--- src/rtl/llee_pkg.sv ---
// Shared types and constants of the light level effect engine.
`timescale 1ns / 1ps
package llee_pkg;

  typedef enum logic [1:0] {
    MODE_FADE    = 2'd0,
    MODE_GLOW    = 2'd1,
    MODE_FLICKER = 2'd2,
    MODE_STROBE  = 2'd3
  } mode_e;

  typedef enum logic [1:0] {
    CMD_TICK  = 2'd0,
    CMD_START = 2'd1,
    CMD_SET   = 2'd2
  } cmd_e;

  typedef enum logic [2:0] {
    REG_MODE    = 3'd0,
    REG_LEVEL_A = 3'd1,
    REG_LEVEL_B = 3'd2,
    REG_TICKS_A = 3'd3,
    REG_TICKS_B = 3'd4
  } reg_idx_e;

  typedef enum logic [1:0] {
    ST_IDLE = 2'd0,
    ST_DIV  = 2'd1,
    ST_FIN  = 2'd2
  } state_e;

  localparam int unsigned CFG_IDX_W  = 3;
  localparam int unsigned CFG_DATA_W = 8;

  localparam logic [15:0]        LEVEL_MAX = 16'hFF00;
  localparam logic signed [16:0] STEP_MAX  = 17'sh0FFFF;
  localparam logic signed [16:0] STEP_MIN  = 17'sh10000;

  localparam logic [7:0] START_HOLD_MASK = 8'd64;
  localparam logic [7:0] LOW_HOLD_MASK   = 8'd7;
  localparam logic [7:0] HIGH_HOLD_MASK  = 8'd31;

  // Restoring divider: one quotient bit per step over a 16-bit dividend.
  localparam int unsigned DIV_STEPS = 16;
  localparam int unsigned DIV_CNT_W = $clog2(DIV_STEPS);

  typedef struct packed {
    logic exec;      // apply an item that needs no divider and load the result
    logic div_load;  // latch dividend and sign for a ramp start
    logic div_step;  // one divider iteration
    logic div_done;  // commit the ramp start and load the result
  } ctrl_cmd_t;

  typedef struct packed {
    logic need_div;  // item on the input is a ramp start with nonzero duration
    logic out_busy;  // result register full and stalled
  } dp_status_t;

endpackage

--- src/rtl/llee_ctrl.sv ---
// Controller state machine: item acceptance and divider sequencing.
`timescale 1ns / 1ps
module llee_ctrl (
  input  logic                   clk_i,
  input  logic                   rst_ni,
  input  logic                   in_valid_i,
  input  llee_pkg::dp_status_t   status_i,
  output logic                   in_stall_o,
  output llee_pkg::ctrl_cmd_t    ctrl_o
);
  import llee_pkg::*;

  state_e               state_q, state_d;
  logic [DIV_CNT_W-1:0] cnt_q, cnt_d;
  logic                 accept;
  logic                 last_step;

  assign accept    = in_valid_i && (state_q == ST_IDLE) && !status_i.out_busy;
  assign last_step = (cnt_q == DIV_CNT_W'(DIV_STEPS - 1));

  always_comb begin
    state_d = state_q;
    case (state_q)
      ST_IDLE: begin
        if (accept && status_i.need_div) begin
          state_d = ST_DIV;
        end
      end
      ST_DIV: begin
        if (last_step) begin
          state_d = ST_FIN;
        end
      end
      ST_FIN: begin
        if (!status_i.out_busy) begin
          state_d = ST_IDLE;
        end
      end
      default: state_d = ST_IDLE;
    endcase
  end

  always_comb begin
    ctrl_o     = '0;
    in_stall_o = 1'b1;
    case (state_q)
      ST_IDLE: begin
        in_stall_o      = status_i.out_busy;
        ctrl_o.div_load = accept && status_i.need_div;
        ctrl_o.exec     = accept && !status_i.need_div;
      end
      ST_DIV: begin
        ctrl_o.div_step = 1'b1;
      end
      ST_FIN: begin
        ctrl_o.div_done = !status_i.out_busy;
      end
      default: ;
    endcase
  end

  always_comb begin
    cnt_d = cnt_q;
    if (ctrl_o.div_load) begin
      cnt_d = '0;
    end else if (ctrl_o.div_step) begin
      cnt_d = cnt_q + DIV_CNT_W'(1);
    end
  end

  always_ff @(posedge clk_i or negedge rst_ni) begin
    if (!rst_ni) begin
      state_q <= ST_IDLE;
      cnt_q   <= '0;
    end else begin
      state_q <= state_d;
      cnt_q   <= cnt_d;
    end
  end

endmodule

--- src/rtl/llee_dp.sv ---
// Datapath: config registers, effect state, step divider, result register.
`timescale 1ns / 1ps
module llee_dp (
  input  logic                               clk_i,
  input  logic                               rst_ni,
  input  llee_pkg::ctrl_cmd_t                ctrl_i,
  output llee_pkg::dp_status_t               status_o,
  input  logic [1:0]                         cmd_i,
  input  logic [7:0]                         new_level_i,
  input  logic [7:0]                         random_byte_i,
  input  logic                               cfg_we_i,
  input  logic [llee_pkg::CFG_IDX_W-1:0]     cfg_index_i,
  input  logic [llee_pkg::CFG_DATA_W-1:0]    cfg_data_i,
  input  logic                               out_stall_i,
  output logic                               out_valid_o,
  output logic [15:0]                        level_out_o,
  output logic                               running_o,
  output logic                               rising_o
);
  import llee_pkg::*;

  // config
  mode_e       mode_q;
  logic [7:0]  level_a_q, level_b_q, ticks_a_q, ticks_b_q;

  // effect state
  logic [15:0]        level_q, level_d;
  logic signed [16:0] step_q, step_d;
  logic               ramp_q, ramp_d;
  logic [7:0]         hold_q, hold_d;
  logic               active_q, active_d;

  // divider
  logic [7:0]  rem_q;
  logic [15:0] quo_q;
  logic        neg_q;

  // result register
  logic        out_valid_q;
  logic [15:0] level_out_q;
  logic        running_q, rising_q;

  logic [15:0]        up_lvl, low_lvl;
  logic [8:0]         diff_w;
  logic               diff_neg;
  logic [7:0]         diff_mag;
  logic [8:0]         trial;
  logic               fits;
  logic signed [16:0] quo_s;
  logic signed [18:0] sum_w;
  logic [15:0]        sum_clamp;
  logic signed [16:0] step_neg;

  assign up_lvl  = {level_a_q, 8'h00};
  assign low_lvl = {level_b_q, 8'h00};

  assign diff_w   = {1'b0, level_a_q} - {1'b0, level_q[15:8]};
  assign diff_neg = diff_w[8];
  assign diff_mag = diff_neg ? 8'(-diff_w) : diff_w[7:0];

  // restoring step: remainder stays below the divisor
  assign trial = {rem_q, quo_q[15]};
  assign fits  = (trial >= {1'b0, ticks_a_q});
  assign quo_s = $signed({1'b0, quo_q});

  assign sum_w = $signed({3'b000, level_q}) + $signed({{2{step_q[16]}}, step_q});
  always_comb begin
    if (sum_w[18]) begin
      sum_clamp = '0;
    end else if (sum_w > $signed({3'b000, LEVEL_MAX})) begin
      sum_clamp = LEVEL_MAX;
    end else begin
      sum_clamp = sum_w[15:0];
    end
  end

  assign step_neg = (step_q == STEP_MIN) ? STEP_MAX : -step_q;

  assign status_o.need_div = (cmd_e'(cmd_i) == CMD_START)
                          && ((mode_q == MODE_FADE) || (mode_q == MODE_GLOW))
                          && (ticks_a_q != 8'd0);
  assign status_o.out_busy = out_valid_q && out_stall_i;

  always_comb begin
    level_d  = level_q;
    step_d   = step_q;
    ramp_d   = ramp_q;
    hold_d   = hold_q;
    active_d = active_q;
    if (ctrl_i.div_done) begin
      step_d   = neg_q ? -quo_s : quo_s;
      hold_d   = '0;
      ramp_d   = (level_q <= up_lvl);
      active_d = 1'b1;
    end else if (ctrl_i.exec) begin
      case (cmd_e'(cmd_i))
        CMD_TICK: begin
          if (active_q) begin
            if (hold_q != 8'd0) begin
              hold_d = hold_q - 8'd1;
            end else begin
              case (mode_q)
                MODE_FADE: begin
                  level_d = sum_clamp;
                  if (ramp_q ? (sum_clamp >= up_lvl) : (sum_clamp <= up_lvl)) begin
                    level_d  = up_lvl;
                    active_d = 1'b0;
                  end
                end
                MODE_GLOW: begin
                  level_d = sum_clamp;
                  if (ramp_q) begin
                    if (sum_clamp >= up_lvl) begin
                      level_d = up_lvl;
                      step_d  = step_neg;
                      ramp_d  = 1'b0;
                    end
                  end else if (sum_clamp <= low_lvl) begin
                    level_d = low_lvl;
                    step_d  = step_neg;
                    ramp_d  = 1'b1;
                  end
                end
                MODE_FLICKER: begin
                  if (level_q == up_lvl) begin
                    level_d = low_lvl;
                    hold_d  = (random_byte_i & LOW_HOLD_MASK) + 8'd1;
                  end else begin
                    level_d = up_lvl;
                    hold_d  = (random_byte_i & HIGH_HOLD_MASK) + 8'd1;
                  end
                end
                MODE_STROBE: begin
                  if (level_q == up_lvl) begin
                    level_d = low_lvl;
                    hold_d  = ticks_b_q;
                  end else begin
                    level_d = up_lvl;
                    hold_d  = ticks_a_q;
                  end
                end
                default: ;
              endcase
            end
          end
        end
        CMD_START: begin
          active_d = 1'b1;
          case (mode_q)
            MODE_FADE, MODE_GLOW: begin
              // only a zero duration gets here: saturated step
              hold_d = '0;
              step_d = diff_neg ? STEP_MIN : STEP_MAX;
              ramp_d = (level_q <= up_lvl);
            end
            MODE_FLICKER: begin
              level_d = up_lvl;
              hold_d  = (random_byte_i & START_HOLD_MASK) + 8'd1;
              step_d  = '0;
              ramp_d  = 1'b0;
            end
            MODE_STROBE: begin
              level_d = up_lvl;
              hold_d  = ticks_a_q;
              step_d  = '0;
              ramp_d  = 1'b0;
            end
            default: ;
          endcase
        end
        CMD_SET: begin
          level_d = {new_level_i, 8'h00};
        end
        default: ;
      endcase
    end
  end

  always_ff @(posedge clk_i or negedge rst_ni) begin
    if (!rst_ni) begin
      mode_q    <= MODE_FADE;
      level_a_q <= 8'd255;
      level_b_q <= 8'd0;
      ticks_a_q <= 8'd1;
      ticks_b_q <= 8'd1;
    end else if (cfg_we_i) begin
      case (reg_idx_e'(cfg_index_i))
        REG_MODE:    mode_q    <= mode_e'(cfg_data_i[1:0]);
        REG_LEVEL_A: level_a_q <= cfg_data_i;
        REG_LEVEL_B: level_b_q <= cfg_data_i;
        REG_TICKS_A: ticks_a_q <= cfg_data_i;
        REG_TICKS_B: ticks_b_q <= cfg_data_i;
        default: ;
      endcase
    end
  end

  always_ff @(posedge clk_i or negedge rst_ni) begin
    if (!rst_ni) begin
      level_q  <= '0;
      step_q   <= '0;
      ramp_q   <= 1'b0;
      hold_q   <= '0;
      active_q <= 1'b0;
    end else begin
      level_q  <= level_d;
      step_q   <= step_d;
      ramp_q   <= ramp_d;
      hold_q   <= hold_d;
      active_q <= active_d;
    end
  end

  always_ff @(posedge clk_i) begin
    if (ctrl_i.div_load) begin
      rem_q <= '0;
      quo_q <= {diff_mag, 8'h00};
      neg_q <= diff_neg;
    end else if (ctrl_i.div_step) begin
      rem_q <= fits ? 8'(trial - {1'b0, ticks_a_q}) : trial[7:0];
      quo_q <= {quo_q[14:0], fits};
    end
  end

  always_ff @(posedge clk_i or negedge rst_ni) begin
    if (!rst_ni) begin
      out_valid_q <= 1'b0;
    end else if (ctrl_i.exec || ctrl_i.div_done) begin
      out_valid_q <= 1'b1;
    end else if (out_valid_q && !out_stall_i) begin
      out_valid_q <= 1'b0;
    end
  end

  always_ff @(posedge clk_i) begin
    if (ctrl_i.exec || ctrl_i.div_done) begin
      level_out_q <= level_d;
      running_q   <= active_d;
      rising_q    <= ramp_d;
    end
  end

  assign out_valid_o = out_valid_q;
  assign level_out_o = level_out_q;
  assign running_o   = running_q;
  assign rising_o    = rising_q;

endmodule

--- src/rtl/light_level_effect_engine_unit.sv ---
// Top level of the light level effect engine: controller plus datapath.
`timescale 1ns / 1ps
// Timing: tick, set-level, unknown and flicker/strobe start items land in the result
//   register at the accepting edge; a fade/glow start with a nonzero duration is
//   accepted, runs the 16 restoring-divider steps, then commits once the result is free.
// Throughput: one item per cycle, held by a dividing ramp start or a full, stalled result.
// Reset (async, active low): level, step, direction, hold and running cleared;
//   config returns to fade, upper 255, lower 0, both durations 1.
module light_level_effect_engine_unit (
  input  logic                               clk_i,
  input  logic                               rst_ni,
  // item input
  input  logic                               in_valid_i,
  output logic                               in_stall_o,
  input  logic [1:0]                         cmd_i,
  input  logic [7:0]                         new_level_i,
  input  logic [7:0]                         random_byte_i,
  // result output
  output logic                               out_valid_o,
  input  logic                               out_stall_i,
  output logic [15:0]                        level_out_o,
  output logic                               running_o,
  output logic                               rising_o,
  // config write port
  input  logic                               cfg_we_i,
  input  logic [llee_pkg::CFG_IDX_W-1:0]     cfg_index_i,
  input  logic [llee_pkg::CFG_DATA_W-1:0]    cfg_data_i
);
  import llee_pkg::*;

  ctrl_cmd_t  ctrl;
  dp_status_t status;

  // Controller decides when an item is taken and walks the divider;
  // everything that holds data sits in the datapath.
  llee_ctrl u_ctrl (
    .clk_i      (clk_i),
    .rst_ni     (rst_ni),
    .in_valid_i (in_valid_i),
    .status_i   (status),
    .in_stall_o (in_stall_o),
    .ctrl_o     (ctrl)
  );

  // Datapath: config, effect state, step divider and the result register
  // that holds a finished item while the receiver stalls; input waits meanwhile.
  llee_dp u_dp (
    .clk_i         (clk_i),
    .rst_ni        (rst_ni),
    .ctrl_i        (ctrl),
    .status_o      (status),
    .cmd_i         (cmd_i),
    .new_level_i   (new_level_i),
    .random_byte_i (random_byte_i),
    .cfg_we_i      (cfg_we_i),
    .cfg_index_i   (cfg_index_i),
    .cfg_data_i    (cfg_data_i),
    .out_stall_i   (out_stall_i),
    .out_valid_o   (out_valid_o),
    .level_out_o   (level_out_o),
    .running_o     (running_o),
    .rising_o      (rising_o)
  );

endmodule

--- config.mk ---
export PLATFORM = sky130hd
export DESIGN_NAME = light_level_effect_engine_unit
export DESIGN_NICKNAME = d
export VERILOG_FILES = /design/src/rtl/llee_pkg.sv /design/src/rtl/llee_ctrl.sv /design/src/rtl/llee_dp.sv /design/src/rtl/light_level_effect_engine_unit.sv
export SDC_FILE = /design/constraint.sdc
export NUM_CORES = 1
export LEC_CHECK = 0
export ABC_AREA = 1
export BUFFER_PORTS_ARGS = -buffer_cell sky130_fd_sc_hd__buf_2
export CAP_MARGIN = 25
export CORE_MARGIN = 1
export CORE_UTILIZATION = 37
export DETAILED_ROUTE_END_ITERATION = 12
export GPL_TIMING_DRIVEN = 0
export HOLD_SLACK_MARGIN = 0.12
export PLACE_DENSITY = 0.58
export RECOVER_POWER = 50
export SLEW_MARGIN = 20
export SYNTH_ARGS = -nofsm -noshare
export SYNTH_HDL_FRONTEND = slang
export SYNTH_SLANG_ARGS = --single-unit
export TNS_END_PERCENT = 20
--- constraint.sdc ---
create_clock -name clk_i -period 8.5 [get_ports clk_i]
set_clock_uncertainty 0.05 [all_clocks]
set_input_delay 1.7 -clock clk_i [delete_from_list [all_inputs] [get_ports clk_i]]
set_output_delay 1.7 -clock clk_i [all_outputs]
set_load 0.02 [all_outputs]
# Yosys cells after proc, flatten, opt, wreduce, memory -nomap -nowiden
# Index checks and enable logic that the tools add are counted.
# op_classes
add_sub_neg,11
order_cmp,6
eq_ne,23
muxes,70
n_reduce_logical,33
# ops
operator,count
$mux 16,14
$mux 17,11
$pmux 16 s3,2
$pmux 17 s2,2
$mux 8,8
$le 16x16->1,3
$pmux 8 s2,2
$pmux 8 s3,1
$mux 1,20
$gt 19x17->1 const B,1
$add 17x17->18,1
$eq 17x17->1 const B,1
$neg 16->17,1
$neg 17->17,1
$eq 16x16->1,1
$ge 16x16->1,1
$reduce_bool 8->1,2
$reduce_and 2->1,5
$ge 9x8->1,1
$sub 8x8->9,1
$add 7x1->8 const B,1
$eq 2x2->1 const B,4
$logic_and 1x1->1,8
$mux 2,4
31 further kinds,47
# word_totals
reg_bits,127
out_inout_bits,20

# Depth between registers and ports, before layout
# logic_depth
depth_word,13
ltp_mapped,36
ltp_nobuf,35

# Modules after synthesis
# From an unflattened synthesis, not the netlist that was laid out.
# hier_totals
hier_cells,1377
hier_area_um2,9623.0
# by_module_without_submodules
mod,n_inst,cells_per_inst,area_each_um2,seq_area_each_um2
llee_dp,1,1334,9287.7,3095.5
llee_ctrl,1,43,335.3,150.1

# Worst setup path before layout
# OpenSTA, ideal clock, no wires.
# synth_timing
path_type,reg-to-reg
startpoint,register u_dp.step_q[0]
endpoint,"register u_dp.level_out_q[15], in the netlist u_dp.level_out_o[15] (data pin)"
t_arrival_ns,3.848
t_required_ns,8.182
path_slack_ns,4.334
stages_incl_launch_ff,30
n_path_buf,1
synth_period_minus_slack_ns,4.166
path_cell_list,dfrtp_1 -> ha_1 -> fa_1 -> nand3_1 -> nand2_1 -> nand2_1 -> nand2_1 -> nand3_1 -> nand2_1 -> xor2_2 -> nor2_4 -> nand2_1 -> clkbuf_1 -> o21ai_0 -> inv_1 -> ha_1 -> nand2_1 -> or2_2 -> o2111ai_1 -> inv_1 -> nand2_4 -> nand2_4 -> nand2_1 -> nand2_1 -> nand2_1 -> nand2_1 -> nand2_1 -> nand2_1 -> nand3_1 -> a21boi_1
# synth_via
elab_chain_len,13
# synth_lines
element,line,source
"start, declared",llee_dp.sv:28,"logic signed [16:0] step_q, step_d;"
"start signal, assigned",llee_dp.sv:207,step_q <= step_d;
$add 17x17->18 (*),llee_dp.sv:66,"assign sum_w = $signed({3'b000, level_q}) + $signed({{2{step_q[16]}}, step_q});"
$gt 19x17->1,llee_dp.sv:70,"end else if (sum_w > $signed({3'b000, LEVEL_MAX})) begin"
$mux 16,llee_dp.sv:70,
$mux 16 (*),llee_dp.sv:68,if (sum_w[18]) begin
$le 16x16->1 (tied with other cells),llee_dp.sv:118,end else if (sum_clamp <= low_lvl) begin
$mux 16 (tied with other cells),llee_dp.sv:118,
"$mux 16, on equally long branches","llee_dp.sv:112, llee_dp.sv:105",
$pmux 16 s3 (*),llee_dp.sv:102,case (mode_q)
$mux 16 (*),llee_dp.sv:99,if (hold_q != 8'd0) begin
$mux 16 (*),llee_dp.sv:98,if (active_q) begin
$pmux 16 s3 (*),llee_dp.sv:96,case (cmd_e'(cmd_i))
$mux 16 (*),llee_dp.sv:95,end else if (ctrl_i.exec) begin
$mux 16 (*),llee_dp.sv:90,if (ctrl_i.div_done) begin
net u_dp.level_d[15],llee_dp.sv:27,"logic [15:0] level_q, level_d;"
"end signal, assigned",llee_dp.sv:237,level_out_q <= level_d;
"end, declared",llee_dp.sv:40,logic [15:0] level_out_q;
# The timed path passes the listed nets; every way through them passes the cells marked *.
# A chain may end at the register's enable or synchronous reset.

# Final worst setup path
# layout_timing
startpoint,register u_dp.step_q[0]
endpoint,"register u_dp.level_out_q[4], in the netlist u_dp.level_out_o[4] (data pin)"
# Same word-level chain as after synthesis.

==> impl_summary.log <==
INFO  metric grt_usage = approximately a quarter
INFO  metric synth-seq-area-share = 33.6%
INFO  metric synth-warning-count = 0
INFO  metric r2r.worst_path.cells = 28
INFO  metric detailroute.via_count = approximately 9,500
INFO  metric critPathMaxStageDelay = ~0.45 ns
INFO  metric worst-setup-path-type = flip-flop to flip-flop
INFO  metric area.growth.synth_to_final = 12.5%
INFO  metric fin_hold_ws = about 0.43 ns
INFO  metric worst_slew_pin_slew = about 2.6 ns
INFO  metric drt-initial-drc-count = 707
INFO  metric clock_share_of_power = between 10% and 20%
INFO  metric switchingPower = between 0.002 and 0.003 W
INFO  metric failing_checks = max-capacitance violations, max-slew violations
INFO  metric postSynth.topFlopCell = dfrtp_1
INFO  metric outcome = finished with violations
INFO  metric critical_path.endpoint_type = flip-flop
INFO  metric initial_core_util = 38.1%
INFO  metric clock-root-buffer = clkbuf_16
INFO  metric power_frac_comb = between 60% and 70%
INFO  metric worst_setup_hold_path_clk_slew = around 0.060 ns
INFO  metric hold_class = flip-flop to flip-flop
INFO  metric synthArstFlopShare = 66.1%
INFO  metric crit_path_top_delay_cell = dfrtp_1
INFO  metric chipWidth = between 150 and 200 um
INFO  metric worst_r2r_endpoint = u_dp.level_out_o[4]
INFO  metric pre_cts_ws = ~3.3 ns
INFO  metric end_point_of_the_critical_path = u_dp.level_out_o[4]
INFO  metric maxSlewHeadroom = -70.8%
INFO  metric tritoncts_num_sinks = roughly 130
INFO  metric clk_latency = between 0.4 and 0.5 ns
INFO  metric worst_setup_path_startpoint = u_dp.step_q[0]
INFO  metric nets_final = approximately 1,600
INFO  metric rrSetupSlack = around 3.2 ns
INFO  metric grt_pass1_wl = slightly below 50,000 um
INFO  metric worstSetupPathDepth = 28
INFO  metric number_of_h_tree_branching_levels = 4
INFO  metric drv_cap = 2
INFO  metric gp_congestion = between 0.8 and 0.9
INFO  metric rr_startpoint = u_dp.step_q[0]
INFO  metric drive_gt1_share = roughly 8.0%
INFO  metric wp_data_required = just under 9 ns
INFO  metric timing.critical_path.arrival = around 5.4 ns
INFO  metric max_clock_freq = 189 MHz
INFO  metric fp.dieArea = 0.0268 mm^2
INFO  metric holdBufCountCts = 0
INFO  metric core_area = between 0.02 and 0.03 mm^2
INFO  metric num_antenna_cells = 0
INFO  metric dieHeight = between 150 and 200 um
INFO  metric setup_repair_after_global_routing_missed_its_margin = false
INFO  metric setup_total_negative_slack = 0 ns
INFO  metric period_share = between 60% and 70%
INFO  metric clk_path_buf_depth = 2
INFO  metric netlist-cell-type-count = a little under 60
INFO  metric placement_rows = 58
INFO  metric count_of_antenna_violating_nets_left_after_detailed_routing = 0
INFO  metric numCtsBuffers = 17
INFO  metric report.final.setup_viol = 0
INFO  metric cp_top_family = simple AND/OR/NAND/NOR gates
INFO  metric synth_fp_nets = around 1,500
INFO  metric cp_most_frequent_cell = nand2_1
INFO  metric detail_route.wl_per_cell = 16.6 um
INFO  metric power_leakage = approximately 5.4 nW
INFO  metric synth_area = just under 0.01 mm^2
INFO  metric top_level_ports = between 50 and 60
INFO  metric globalRoute.totalOverflow = 0
INFO  metric pwr-share-seq = 23.3%
INFO  metric non_filler_instances = between 1,500 and 2,000
INFO  metric final.setup.worst_slack = 3.21 ns
INFO  metric via_per_instance_ratio = about 5.3
INFO  metric maximum_vdd_ir_drop = 0.000168 V
INFO  metric drc = 0
INFO  metric intPower = around 0.0023 W
INFO  metric totalPowerFinal = ~0.0048 W
INFO  metric finalHoldViolCount = 0
INFO  metric post-route-min-period = 5.29 ns
INFO  metric post-cts-setup-buffer-count = 0
INFO  metric synthesis.area_per_instance = 7.00 um^2
INFO  metric pin_count_of_the_biggest_net_entering_global_routing = 47
INFO  metric tritoncts = done
INFO  metric detailedRoute.firstPassIterationCount = 5
INFO  metric placement.io_buffers = 51
INFO  metric antenna_found_initial = 1
INFO  metric timing.final.max_slew_violations = 87
INFO  metric netlist_instances = about 1,400
INFO  metric route.final.wire_length = between 20,000 and 30,000 um
INFO  metric hold_depth = 2
INFO  metric detailed_place_hpwl = 23,500 um
INFO  metric ys_seq_elements = approximately 130
INFO  metric cts_repair_resizes = 0
INFO  metric cp-start-kind = flip-flop
INFO  metric switching_share = 52.2%
INFO  metric numPlacedInstances = between 1,500 and 2,000
INFO  metric synth-edff-count = 27
INFO  metric power_per_cell_area = 442 mW/mm^2
INFO  metric layout.filler_cells = between 2,000 and 3,000
INFO  metric critical_path_peak_fanout = 10
INFO  metric grt_pass1_vias = 8,966
INFO  metric timing.critical_path.buf_inv = 3
[through the flow]
| step | area [um^2] | util [%] |
|---|---|---|
| detailed placement | 10400 | 40.8 |
| finish | 10900 | 42.8 |
| global placement | 10300 | 40.7 |
| CTS | 10900 | 43.0 |
| floorplan | 9670 | - |
| global route | 10900 | 42.8 |
[state kept, by name (all words and copies together) (netlist names), 2 cells and up]
| register | count |
|---|---|
| u_ctrl.cnt_q | 4 |
| u_ctrl.state_q | 2 |
| u_dp.quo_q | 16 |
| u_dp.level_b_q | 8 |
| u_dp.mode_q | 2 |
| u_dp.level_out_o | 16 |
| u_dp.step_q | 17 |
| u_dp.level_a_q | 8 |
| u_dp.hold_q | 8 |
| u_dp.ticks_b_q | 8 |
| u_dp.level_q | 16 |
| u_dp.rem_q | 8 |
| u_dp.ticks_a_q | 8 |
[Yosys cell counts, drive strengths merged, types with 19 or more instances]
cell type | count | share of area, %
a21oi | 85 | 4.5
a31oi | 19 | 1.2
clkbuf | 24 | 0.93
dfrtp | 74 | 19
edfxtp | 27 | 8.4
ha | 62 | 8.0
inv | 234 | 9.1
nand2 | 339 | 14
nand3 | 80 | 4.3
nor2 | 103 | 4.2
nor3 | 31 | 1.7
o21ai | 124 | 6.4
[per-layer routing]
metal	GRT usage (%)	up-vias	share of wire [%]
met1	31.9	4463	47
met4	7.32	2	2.0
met2	37.7	258	46
met3	3.78	42	5.3
li1	-	4752	-
met5	0	-	0.044
[cell usage in the layout, fill, tap and decap left out, types with 5 or more instances in the layout]
cell type,Yosys,layout
a21oi_1,82,82
a221oi_1,12,12
a22oi_1,12,12
a31oi_1,19,19
buf_2,2,41
clkbuf_1,24,41
clkbuf_16,0,17
dfrtp_1,74,74
dfstp_2,10,9
dfxtp_1,16,16
edfxtp_1,27,27
ha_1,62,62
inv_1,230,230
nand2_1,328,328
nand2_2,8,8
nand3_1,78,78
nand4_1,16,16
nor2_1,98,98
nor3_1,30,29
nor4_1,7,7
o211ai_1,10,10
o21ai_0,121,121
o21bai_1,7,7
o22ai_1,13,13
or2_2,5,5
xnor2_1,8,8
xor2_1,14,14
[power groups by stage]
stage / Clock [W] / Sequential, W / Combinational, W
after floorplan: 0 / 0.00107 / 0.00219
after global placement: 0 / 0.00112 / 0.00291
after detailed placement: 0 / 0.00113 / 0.00295
after CTS: 0.000714 / 0.00112 / 0.00297
after global routing: 0.000741 / 0.00115 / 0.00340
final: 0.000705 / 0.00112 / 0.00298
[final cells by class]
class	instances	area [um^2]	share of cell area, %
clock inverters	10	88.8	0.817
inverters	237	891	8.19
clock buffers	22	454	4.18
multi-input cells	985	5390	49.5
well taps	330	413	3.80
repair buffers	52	244	2.24
plain buffers	32	153	1.40
flip-flops and latches	127	3250	29.8
[worst min-delay path by stage]
stage | end | start
2_1_floorplan | u_dp.rem_q[7] | u_dp.rem_q[7]
3_3_place_gp | u_dp.hold_q[0] | u_dp.hold_q[0]
3_5_place_dp | u_dp.rem_q[7] | u_dp.rem_q[7]
4_1_cts | u_dp.rem_q[7] | u_dp.rem_q[7]
5_1_grt | u_dp.hold_q[0] | u_dp.hold_q[0]
6_report | u_dp.ticks_a_q[2] | u_dp.ticks_a_q[2]
[worst register-to-register path: cells and delay by family, from the launching register on]
family | cells | cell delay, ns
flip-flops | 1 | 0.45
AO/OA/AOI/OAI | 6 | 1.38
adder cells (fa/ha/maj) | 3 | 1.05
AND/OR/NAND/NOR | 15 | 1.46
buffers and inverters | 3 | 0.48
XOR/XNOR | 1 | 0.17
[kinds of logic after synthesis]
family	after synthesis	share of synthesized area [%]
and+or+nand+nor	588	26.1
AOI/OAI and AO/OA	309	18.7
buffers and inverters	269	10.8
DFF	127	33.6
adders and majority gates	65	8.64
xor gates and xnor gates	23	2.16
(Power assumes the default switching activity.)
